`src/rtl/core/prng_pkg.sv`:
```
// Package for the random number core: widths, request mode codes,
// register indexes, reset seed and the generator step function.
// Has no dependencies; used by prng_with_range_reduction_core.
package prng_pkg;

   localparam int unsigned WORD_W = 64;
   localparam int unsigned MODE_W = 2;
   localparam int unsigned CNT_W  = 6;

   // Request modes carried in the request tuser field.
   localparam logic [MODE_W-1:0] MODE_RAW    = 2'd0;
   localparam logic [MODE_W-1:0] MODE_RANGE  = 2'd1;
   localparam logic [MODE_W-1:0] MODE_RESEED = 2'd2;

   // Register indexes on the configuration channel.
   localparam logic CSR_SEED_LOW  = 1'b0;
   localparam logic CSR_SEED_HIGH = 1'b1;

   localparam logic [WORD_W-1:0] SEED_RESET = 64'hFEED_FACE_CAFE_BEEF;

   // Rotate and shift amounts of the generator step.
   localparam int unsigned ROT_A   = 24;
   localparam int unsigned SHIFT_B = 16;
   localparam int unsigned ROT_C   = 37;

   // Last iteration index of the shift-subtract divider.
   localparam logic [CNT_W-1:0] DIV_LAST = CNT_W'(WORD_W - 1);

   typedef struct packed {
      logic [WORD_W-1:0] word_a;
      logic [WORD_W-1:0] word_b;
   } gen_state_type;

   // One xoroshiro128+ state advance.
   function automatic gen_state_type gen_advance(input gen_state_type cur);
      gen_state_type     nxt;
      logic [WORD_W-1:0] mix;
      logic [WORD_W-1:0] rot_a;
      mix         = cur.word_b ^ cur.word_a;
      rot_a       = (cur.word_a << ROT_A) | (cur.word_a >> (WORD_W - ROT_A));
      nxt.word_a  = rot_a ^ mix ^ (mix << SHIFT_B);
      nxt.word_b  = (mix << ROT_C) | (mix >> (WORD_W - ROT_C));
      return nxt;
   endfunction

endpackage

```
`src/rtl/core/prng_with_range_reduction_core.sv`:
```
// Random number core: xoroshiro128+ generator with range reduction through a
// shared shift-subtract remainder unit. Depends on prng_pkg.
// Raw draws, zero-span ranged draws, reseeds and the unused mode skip the divider;
// other ranged draws load it, run 64 divider iterations and a final add. Throughput:
// one raw draw per cycle while results are taken; no request during a remainder loop.
// Reset loads both seed registers and both generator words with 0xFEEDFACECAFEBEEF.
module prng_with_range_reduction_core
   import prng_pkg::*;
(
   input  logic                   clock,
   input  logic                   reset,
   // Request channel
   input  logic                   req_tvalid,
   output logic                   req_tready,
   input  logic [2*WORD_W-1:0]    req_tdata,   // range_low [63:0], range_high [127:64]
   input  logic [MODE_W-1:0]      req_tuser,   // mode [1:0]
   // Result channel
   output logic                   rsp_tvalid,
   input  logic                   rsp_tready,
   output logic [WORD_W-1:0]      rsp_tdata,   // value [63:0]
   output logic                   rsp_tuser,   // span_zero [0]
   // Configuration channel
   input  logic                   csr_valid,
   output logic                   csr_ready,
   input  logic                   csr_index,
   input  logic [WORD_W-1:0]      csr_data
);

   typedef enum logic [1:0] {
      ST_IDLE,
      ST_DIVIDE,
      ST_EMIT
   } state_type;

   state_type         state_ff,     state_in;
   gen_state_type     gen_ff,       gen_in;
   logic [WORD_W-1:0] seed_low_ff,  seed_low_in;
   logic [WORD_W-1:0] seed_high_ff, seed_high_in;
   logic              rsp_valid_ff, rsp_valid_in;
   logic [WORD_W-1:0] rsp_value_ff, rsp_value_in;
   logic              rsp_flag_ff,  rsp_flag_in;
   logic [WORD_W-1:0] rem_ff,       rem_in;
   logic [WORD_W-1:0] dvd_ff,       dvd_in;
   logic [WORD_W-1:0] span_ff,      span_in;
   logic [WORD_W-1:0] low_ff,       low_in;
   logic [CNT_W-1:0]  cnt_ff,       cnt_in;

   logic              req_fire;
   logic              out_free;
   logic [WORD_W-1:0] req_low;
   logic [WORD_W-1:0] req_high;
   logic [WORD_W-1:0] draw_sum;
   logic [WORD_W-1:0] req_span;
   logic [WORD_W:0]   rem_shift;
   logic              rem_ge;
   logic [WORD_W:0]   rem_diff;

   assign req_low   = req_tdata[WORD_W-1:0];
   assign req_high  = req_tdata[2*WORD_W-1:WORD_W];
   assign out_free  = !rsp_valid_ff || rsp_tready;
   assign req_tready = (state_ff == ST_IDLE) && out_free;
   assign req_fire  = req_tvalid && req_tready;
   assign csr_ready = 1'b1;

   assign draw_sum = gen_ff.word_a + gen_ff.word_b;
   assign req_span = req_high - req_low;

   // Shared remainder step: shift in one dividend bit, subtract the span if it fits.
   assign rem_shift = {rem_ff, dvd_ff[WORD_W-1]};
   assign rem_ge    = rem_shift >= {1'b0, span_ff};
   assign rem_diff  = rem_shift - {1'b0, span_ff};

   // Next-state logic for the sequencer, generator and result register.
   always_comb begin
      state_in     = state_ff;
      gen_in       = gen_ff;
      seed_low_in  = seed_low_ff;
      seed_high_in = seed_high_ff;
      rsp_valid_in = rsp_valid_ff && !rsp_tready;
      rsp_value_in = rsp_value_ff;
      rsp_flag_in  = rsp_flag_ff;
      rem_in       = rem_ff;
      dvd_in       = dvd_ff;
      span_in      = span_ff;
      low_in       = low_ff;
      cnt_in       = cnt_ff;

      // Seed register writes.
      if (csr_valid && csr_ready) begin
         if (csr_index == CSR_SEED_LOW) begin
            seed_low_in = csr_data;
         end else begin
            seed_high_in = csr_data;
         end
      end

      case (state_ff)
         ST_IDLE: begin
            if (req_fire) begin
               rsp_value_in = '0;
               rsp_flag_in  = 1'b0;
               case (req_tuser)
                  MODE_RAW: begin
                     gen_in       = gen_advance(gen_ff);
                     rsp_value_in = draw_sum;
                     rsp_valid_in = 1'b1;
                  end
                  MODE_RANGE: begin
                     gen_in = gen_advance(gen_ff);
                     if (req_span == '0) begin
                        rsp_value_in = req_low;
                        rsp_flag_in  = 1'b1;
                        rsp_valid_in = 1'b1;
                     end else begin
                        rem_in   = '0;
                        dvd_in   = draw_sum;
                        span_in  = req_span;
                        low_in   = req_low;
                        cnt_in   = DIV_LAST;
                        state_in = ST_DIVIDE;
                     end
                  end
                  MODE_RESEED: begin
                     gen_in.word_a = seed_low_ff;
                     gen_in.word_b = seed_high_ff;
                     rsp_valid_in  = 1'b1;
                  end
                  default: begin
                     // Unused mode: state untouched, zero result.
                     rsp_valid_in = 1'b1;
                  end
               endcase
            end
         end
         ST_DIVIDE: begin
            rem_in = rem_ge ? rem_diff[WORD_W-1:0] : rem_shift[WORD_W-1:0];
            dvd_in = dvd_ff << 1;
            cnt_in = cnt_ff - 1'b1;
            if (cnt_ff == '0) begin
               state_in = ST_EMIT;
            end
         end
         ST_EMIT: begin
            if (out_free) begin
               rsp_value_in = low_ff + rem_ff;
               rsp_flag_in  = 1'b0;
               rsp_valid_in = 1'b1;
               state_in     = ST_IDLE;
            end
         end
         default: begin
            state_in = ST_IDLE;
         end
      endcase
   end

   // State, generator, seeds and registered outputs.
   always_ff @(posedge clock) begin
      if (reset) begin
         state_ff      <= ST_IDLE;
         rsp_valid_ff  <= 1'b0;
         gen_ff.word_a <= SEED_RESET;
         gen_ff.word_b <= SEED_RESET;
         seed_low_ff   <= SEED_RESET;
         seed_high_ff  <= SEED_RESET;
      end else begin
         state_ff      <= state_in;
         rsp_valid_ff  <= rsp_valid_in;
         gen_ff        <= gen_in;
         seed_low_ff   <= seed_low_in;
         seed_high_ff  <= seed_high_in;
      end
      rsp_value_ff <= rsp_value_in;
      rsp_flag_ff  <= rsp_flag_in;
      rem_ff       <= rem_in;
      dvd_ff       <= dvd_in;
      span_ff      <= span_in;
      low_ff       <= low_in;
      cnt_ff       <= cnt_in;
   end

   assign rsp_tvalid = rsp_valid_ff;
   assign rsp_tdata  = rsp_value_ff;
   assign rsp_tuser  = rsp_flag_ff;

`ifndef NO_ASSERTIONS
   // The partial remainder always stays below the divisor.
   a_rem_below_span: assert property (@(posedge clock) disable iff (reset)
      (state_ff == ST_DIVIDE) |-> (rem_ff < span_ff))
      else $error("remainder reached the span");

   // An accepted request either produces a result or starts the divider.
   a_req_progress: assert property (@(posedge clock) disable iff (reset)
      req_fire |=> (rsp_valid_ff || state_ff == ST_DIVIDE))
      else $error("accepted request neither answered nor dividing");

   // No request is taken while the divider is busy.
   a_busy_not_ready: assert property (@(posedge clock) disable iff (reset)
      (state_ff != ST_IDLE) |-> !req_tready)
      else $error("request channel ready while busy");

   // The last divider iteration hands over to the final add.
   a_divide_ends: assert property (@(posedge clock) disable iff (reset)
      (state_ff == ST_DIVIDE && cnt_ff == '0) |=> (state_ff == ST_EMIT))
      else $error("divider did not finish after its last iteration");
`endif

endmodule

```
`config.mk`:
```
export PLATFORM = sky130hd
export DESIGN_NAME = prng_with_range_reduction_core
export DESIGN_NICKNAME = d
export VERILOG_FILES = /design/src/rtl/core/prng_pkg.sv /design/src/rtl/core/prng_with_range_reduction_core.sv
export SDC_FILE = /design/constraint.sdc
export NUM_CORES = 2
export LEC_CHECK = 0
export ABC_AREA = 1
export BUFFER_PORTS_ARGS = -buffer_cell sky130_fd_sc_hd__buf_2
export CAP_MARGIN = 25
export CELL_PAD_IN_SITES_DETAIL_PLACEMENT = 2
export CELL_PAD_IN_SITES_GLOBAL_PLACEMENT = 2
export CORE_MARGIN = 5
export CORE_UTILIZATION = 25
export DETAILED_ROUTE_END_ITERATION = 8
export HOLD_SLACK_MARGIN = 0.1
export PLACE_DENSITY_LB_ADDON = 0.1
export SYNTH_ARGS = -nofsm -noshare
export SYNTH_HDL_FRONTEND = slang
export SYNTH_SLANG_ARGS = --single-unit
```
`constraint.sdc`:
```
create_clock -name clock -period 9.3 [get_ports clock]
set_input_delay 1.86 -clock clock [delete_from_list [all_inputs] [get_ports clock]]
set_output_delay 1.86 -clock clock [all_outputs]
set_load 0.005 [all_outputs]
```
# --- Yosys cells after proc, flatten, opt, wreduce, memory -nomap -nowiden ---
# Cells that the tools add are included.
word_totals:
  regBits: 586
  latch_bits: 0
  ramBits: 0
  mem_bits_ro: 0
  input_bits: 200
  out_inout_bits: 68
  word_cells: 91
  n_memories: 0
op_classes:
  n_addsub: 5
  multipliers: 0
  n_div: 0
  order_cmp: 1
  eq_ne: 9
  shift: 0
  n_mux: 35
  n_bitwise: 7
  n_reduce_logical: 21
ops:
  columns: ["op", "count"]
  rows:
  - ["64-bit two-way mux", 10]
  - ["64-bit case mux with 2 select lines", 4]
  - ["128-bit case mux with 2 select lines", 1]
  - ["64-bit XOR", 3]
  - ["64-bit adder", 2]
  - ["64-bit subtractor", 2]
  - ["65-bit by 64-bit >= comparator with 1-bit output", 1]
  - ["64-bit logical NOT", 1]
  - ["64-bit by 24-bit bitwise OR with 64-bit output", 1]
  - ["64-bit by 37-bit bitwise OR with 64-bit output", 1]
  - ["6-bit two-way mux", 3]
  - ["6-bit case mux with 2 select lines", 1]
  - ["2-bit two-way mux", 5]
  - ["1-bit two-way mux", 8]
  - ["2-bit != test, second input constant", 4]
  - ["4-bit AND reduction", 2]
  - ["6-bit logical NOT", 1]
  - ["2-bit case mux with 3 select lines", 1]
  - ["3-bit AND reduction", 2]
  - ["2-bit nonzero test", 3]
  - ["6-bit by 1-bit subtractor with 6-bit output, second input constant", 1]
  - ["5-bit AND reduction", 1]
  - ["2-bit by 1-bit equality test with 1-bit output, second input constant", 2]
  - ["2-bit equality test, second input constant", 2]
  - ["other kinds (9)", 16]

# --- Logic depth before layout (Yosys ltp) ---
depth:
  ltp_word: 6
  ltp_mapped: 27
  depth_no_buf: 24

# --- Worst setup path before layout ---
# No wires, ideal clock.
synth_path:
  path_type: "input -> register"
  start: "in req_tdata[64]"
  end: "reg cnt_ff[0], enable pin"
  arrival_ps: 6153
  path_slack_ps: 1993
  stages: 24
  cell_sequence: "inv_1 > ha_1 > fa_1 > inv_1 > nand2_1 > nand2_1 > nand3_1 > nand2_2 > nand2_2 > nand2_2 > nand2_1 > nand2_2 > nand2_1 > nand2_1 > nand2_1 > nand2_2 > nand3_1 > nor2_1 > nand2_1 > nor2_2 > buf_6 > nand2_1 > nand3_1 > nand2_1"
synth_via:
  elab_chain_cells: 4
synth_lines:
  columns: ["element", "line", "text"]
  rows:
  - ["start: declaration", "prng_with_range_reduction_core.sv:15", "input logic [2*WORD_W-1:0] req_tdata,"]
  - ["64-bit subtractor", "prng_with_range_reduction_core.sv:66", "assign req_span = req_high - req_low;"]
  - ["64-bit logical NOT", "prng_with_range_reduction_core.sv:110", "if (req_span == '0) begin"]
  - ["2-bit != test (no source line)", null, null]
  - ["4-bit AND reduction (no source line)", null, null]
  - ["end signal: assignment", "prng_with_range_reduction_core.sv:179", "cnt_ff <= cnt_in;"]
  - ["end: declaration", "prng_with_range_reduction_core.sv:46", "logic [CNT_W-1:0] cnt_ff, cnt_in;"]
# No other way between the ends.
# A chain may end at the register's enable or synchronous reset.

# --- Worst setup path in the final report ---
layout_path:
  start: "in req_tdata[26]"
  end: "reg rsp_value_ff[29], in the netlist rsp_tdata[29], data pin"
layout_via:
  elab_chain_cells: 6
layout_lines:
  columns: ["element", "line", "text"]
  rows:
  - ["64-bit subtractor", "prng_with_range_reduction_core.sv:66", null]
  - ["64-bit logical NOT", "prng_with_range_reduction_core.sv:110", null]
  - ["64-bit two-way mux", "prng_with_range_reduction_core.sv:110", null]
  - ["64-bit case mux with 2 select lines", "prng_with_range_reduction_core.sv:102", "case (req_tuser)"]
  - ["64-bit two-way mux", "prng_with_range_reduction_core.sv:99", "if (req_fire) begin"]
  - ["64-bit case mux with 2 select lines", "prng_with_range_reduction_core.sv:97", "case (state_ff)"]
  - ["named net rsp_value_in[29]", "prng_with_range_reduction_core.sv:40", "logic [WORD_W-1:0] rsp_value_ff, rsp_value_in;"]
  - ["end signal: assignment", "prng_with_range_reduction_core.sv:173", "rsp_value_ff <= rsp_value_in;"]
  - ["end: declaration", "prng_with_range_reduction_core.sv:40", null]
# The timed path passes the listed nets, and every way through them passes these cells. The select of a mux whose other input is x is not followed.

==> impl_metrics.ini <==
[outcome]
outcome = finished clean

[yosys]
synthArstFlopShare_pct = 0
synth_compound_area_share_pct = 16.3
synth_xor_area_share_pct = 4.67
synth_ff_type = edfxtp_1
synth_edf_count = 327
synthMuxAreaShare_pct = 0
avgSynthCellArea_um2 = 6.84
synthesis.area_um2 = 43500
seq_area_frac_synth_pct = 34.5
ys_types = 52
netlist_instances = 6358
synthAdderAreaFrac_pct = 7.52
synth_simple_gate_area_share_pct = 26.9
synth-seq-cells = 586
synth_nets = 6817
synth_top_family_by_area = simple AND/OR/NAND/NOR gates
ys_warn_count = 0

[critical_path]
start_kind = input pin
slowest_stage = buf_4
crit_end = rsp_tdata[29]
timing.rr.start = rem_ff[1]
cp-startpoint = req_tdata[26]
cp-end-kind = flop
crit_arrival_ns = 7.17
slowest_delay_ns = 0.57
worst-r2r-cell-count = 16
crit_top_cell = nand2_1
regToRegSetupSlack_ns = 4.18
cp.required_ns = 9.87
path_max_fanout = 35
critPathKind = in2reg
rr_endpoint = rem_ff[41]

[clocking]
cts_setup_buffers = 0
cts_buffers = 83
clk_pin_slew_ns = 0.05
ctsHoldBuffers = 0
htree_num_levels = 3
root_buffer = clkbuf_16
clock-sinks = 586
cts_tree = done
insertion_delay_ns = 0.72
clockBufferDepth = 3
cts_resized = 0

[min_path]
hold_class = reg2reg

[timing]
max_freq_mhz = 152
finalSetupTns_ns = 0
rsz0062_at_grt = no
final.setup_skew_ns = 0.0392
finalCriticalPeriod_ns = 6.60
worst_slew_pin_slew_ns = 1.11
maxSlewViolCount = 0
relSlewSlack_pct = 25.5
fin_crit_sh_pct = 71.0
worst_slack_ns = 2.70
hold_viol_final = 0
setup_viol = 0

[flow_run]
drv_cap = 0

[detailed_routing]
avgRoutedWirePerCell_um = 26.8
via_per_inst = 5.03
dr.pass1.iters = 5
vias = 44900
initialDrtViolationCount = 3249
antenna_left = 0
drc = 0
drt_wl_total_um = 239000

[placement]
numPortBuffers = 266
dp_hpwl_um = 197000
place.gp.congestion = 0.939
place_ws_ns = 1.98

[cells_and_area]
nets = 6986
area_delta_synth_final_pct = 14.9
drive_gt1_share_pct = 7.51
fin_util_pct = 28.8

[power_and_ir_drop]
p_leak_nw = 22.7
peakVddDrop_v = 0.000135
p_int_mw = 5.84
power_mw = 9.63
p_sw_mw = 3.79
switching_share_pct = 39.3
seq_power_share_pct = 33.2
power_density_nw_per_um2 = 193
power_frac_clock_pct = 34.4
combPwrFrac_pct = 32.4

[die]
core_um2 = 173000
ios = 268
die_width_um = 427
fp-row-count = 153
start_util_pct = 25.1
dieArea_um2 = 183000
chipHeight_um = 427

[grt]
grt_pass1_vias = 45500
gr-total-overflow = 0
antenna_found_initial = 16
track_usage_pct = 25.4
grt_max_degree = 164
grt_pass1_wl_um = 336000
worst min-delay path by stage:
| stage | startpoint | to | slack [ns] | cells after the start |
|---|---|---|---|---|
| 4_1_cts | seed_low_ff[38] | seed_low_ff[38] | 0.46 | 2 |
| 3_3_place_gp | seed_low_ff[50] | seed_low_ff[50] | 0.44 | 2 |
| 5_1_grt | seed_low_ff[15] | seed_low_ff[15] | 0.48 | 2 |
| 6_report | seed_low_ff[44] | seed_low_ff[44] | 0.46 | 2 |
| 2_1_floorplan | seed_low_ff[0] | seed_low_ff[0] | 0.42 | 2 |
| 3_5_place_dp | seed_low_ff[38] | seed_low_ff[38] | 0.44 | 2 |
metrics by stage:
stage               hold slack, ns  area, um^2  std cells
floorplan                    0.424       43500       6358
global placement             0.436       47200       8765
detailed placement           0.444       47300       8767
CTS                          0.459       50000       8916
global route                 0.483       50000       8918
finish                       0.456       50000       8924
cells by family after synthesis:
group           count (synthesis)
simple gates                 2854
compound gates               1282
buf+inv                      1144
flops                         586
fa+ha+maj                     259
xor+xnor                      232
other cells                     1
layout make-up:
type                    count  area [um^2]
inverters                 922         3470
fillers                 20800       123000
clock inverters            32          415
multi-input cells        4628        24200
clock buffers             117         2310
well taps                2325         2910
flip-flops and latches    586        15000
diodes                      8         20.0
repair buffers            306         1700
Yosys cell counts, types with 4 or more instances:
cell type | count | share of area, %
nand2_1 | 1746 | 15
inv_1 | 906 | 7.8
nor2_1 | 582 | 5.0
a21oi_1 | 502 | 5.8
o21ai_0 | 489 | 5.6
edfxtp_1 | 327 | 23
nand3_1 | 279 | 3.2
dfxtp_1 | 259 | 12
ha_1 | 255 | 7.3
clkbuf_1 | 169 | 1.5
xnor2_1 | 120 | 2.4
xor2_1 | 112 | 2.3
nand4_1 | 103 | 1.5
o211ai_1 | 83 | 1.4
a31oi_1 | 68 | 0.98
nor3_1 | 38 | 0.44
a21o_1 | 37 | 0.64
nand3b_1 | 26 | 0.45
nor4_1 | 26 | 0.37
buf_2 | 24 | 0.28
o21bai_1 | 24 | 0.41
a21boi_0 | 16 | 0.28
o21a_1 | 16 | 0.28
or2_2 | 15 | 0.22
o221ai_1 | 14 | 0.28
inv_2 | 13 | 0.11
buf_1 | 12 | 0.10
buf_6 | 11 | 0.28
nand2_2 | 11 | 0.16
o21ai_1 | 8 | 0.092
a221oi_1 | 7 | 0.14
nor2_2 | 7 | 0.10
and2_1 | 6 | 0.086
buf_4 | 5 | 0.086
nand3_2 | 5 | 0.12
o311ai_0 | 5 | 0.10
fa_1 | 4 | 0.18
layer usage:
| layer | vias up | global-route usage, % | share of wire (%) | wire length, um |
|---|---|---|---|---|
| li1 | 21200 | - | - | - |
| met1 | 22400 | 38.3 | 50 | 120000 |
| met2 | 1044 | 38.3 | 42 | 102000 |
| met3 | 162 | 3.71 | 5.3 | 12800 |
| met4 | 2 | 4.67 | 1.8 | 4420 |
| met5 | - | 0 | 0.0046 | 11 |
sequential cells by signal (all words and copies together) (netlist names):
name          flops
span_ff          64
low_ff           64
dvd_ff           64
cnt_ff            6
seed_low_ff      64
state_ff          2
seed_high_ff     64
rem_ff           64
rsp_tdata        64
rsp_tvalid        1
gen_ff          128
rsp_tuser         1
placed cells by master (no fill, tap or decap), drive strengths merged, types with 7 or more instances in the layout:
cell	netlist	final
nand2	1757	1757
nor3	41	41
o21bai	24	24
xor2	112	112
o21ai	498	498
o221ai	14	14
nand3b	26	26
edfxtp	327	327
a21o	37	37
a31oi	68	68
buf	52	306
nand4	103	103
dfxtp	259	259
a21oi	502	502
nor2	589	589
o211ai	83	83
o21a	16	16
nor4	26	26
a21boi	16	16
inv	919	923
a221oi	7	7
diode	0	8
clkinv	3	18
clkbuf	170	117
or2	17	17
bufinv	0	8
nand3	284	284
xnor2	120	120
ha	255	255
power by group through the flow:
stage / registers [mW] / clock network [mW] / logic [mW]
detailed placement: 3.25 / 0 / 3.08
global route: 3.22 / 3.51 / 3.37
CTS: 3.20 / 3.41 / 3.10
global placement: 3.25 / 0 / 3.04
finish: 3.20 / 3.32 / 3.12
floorplan: 3.17 / 0 / 1.77
worst max-delay path: cells and delay by family:
family                   cells  cell delay (ns)
adder cells (fa/ha/maj)      1             0.37
AND/OR/NAND/NOR             18             3.23
buffers and inverters        6             1.65
No activity file was read; power rests on OpenSTA's default activity.
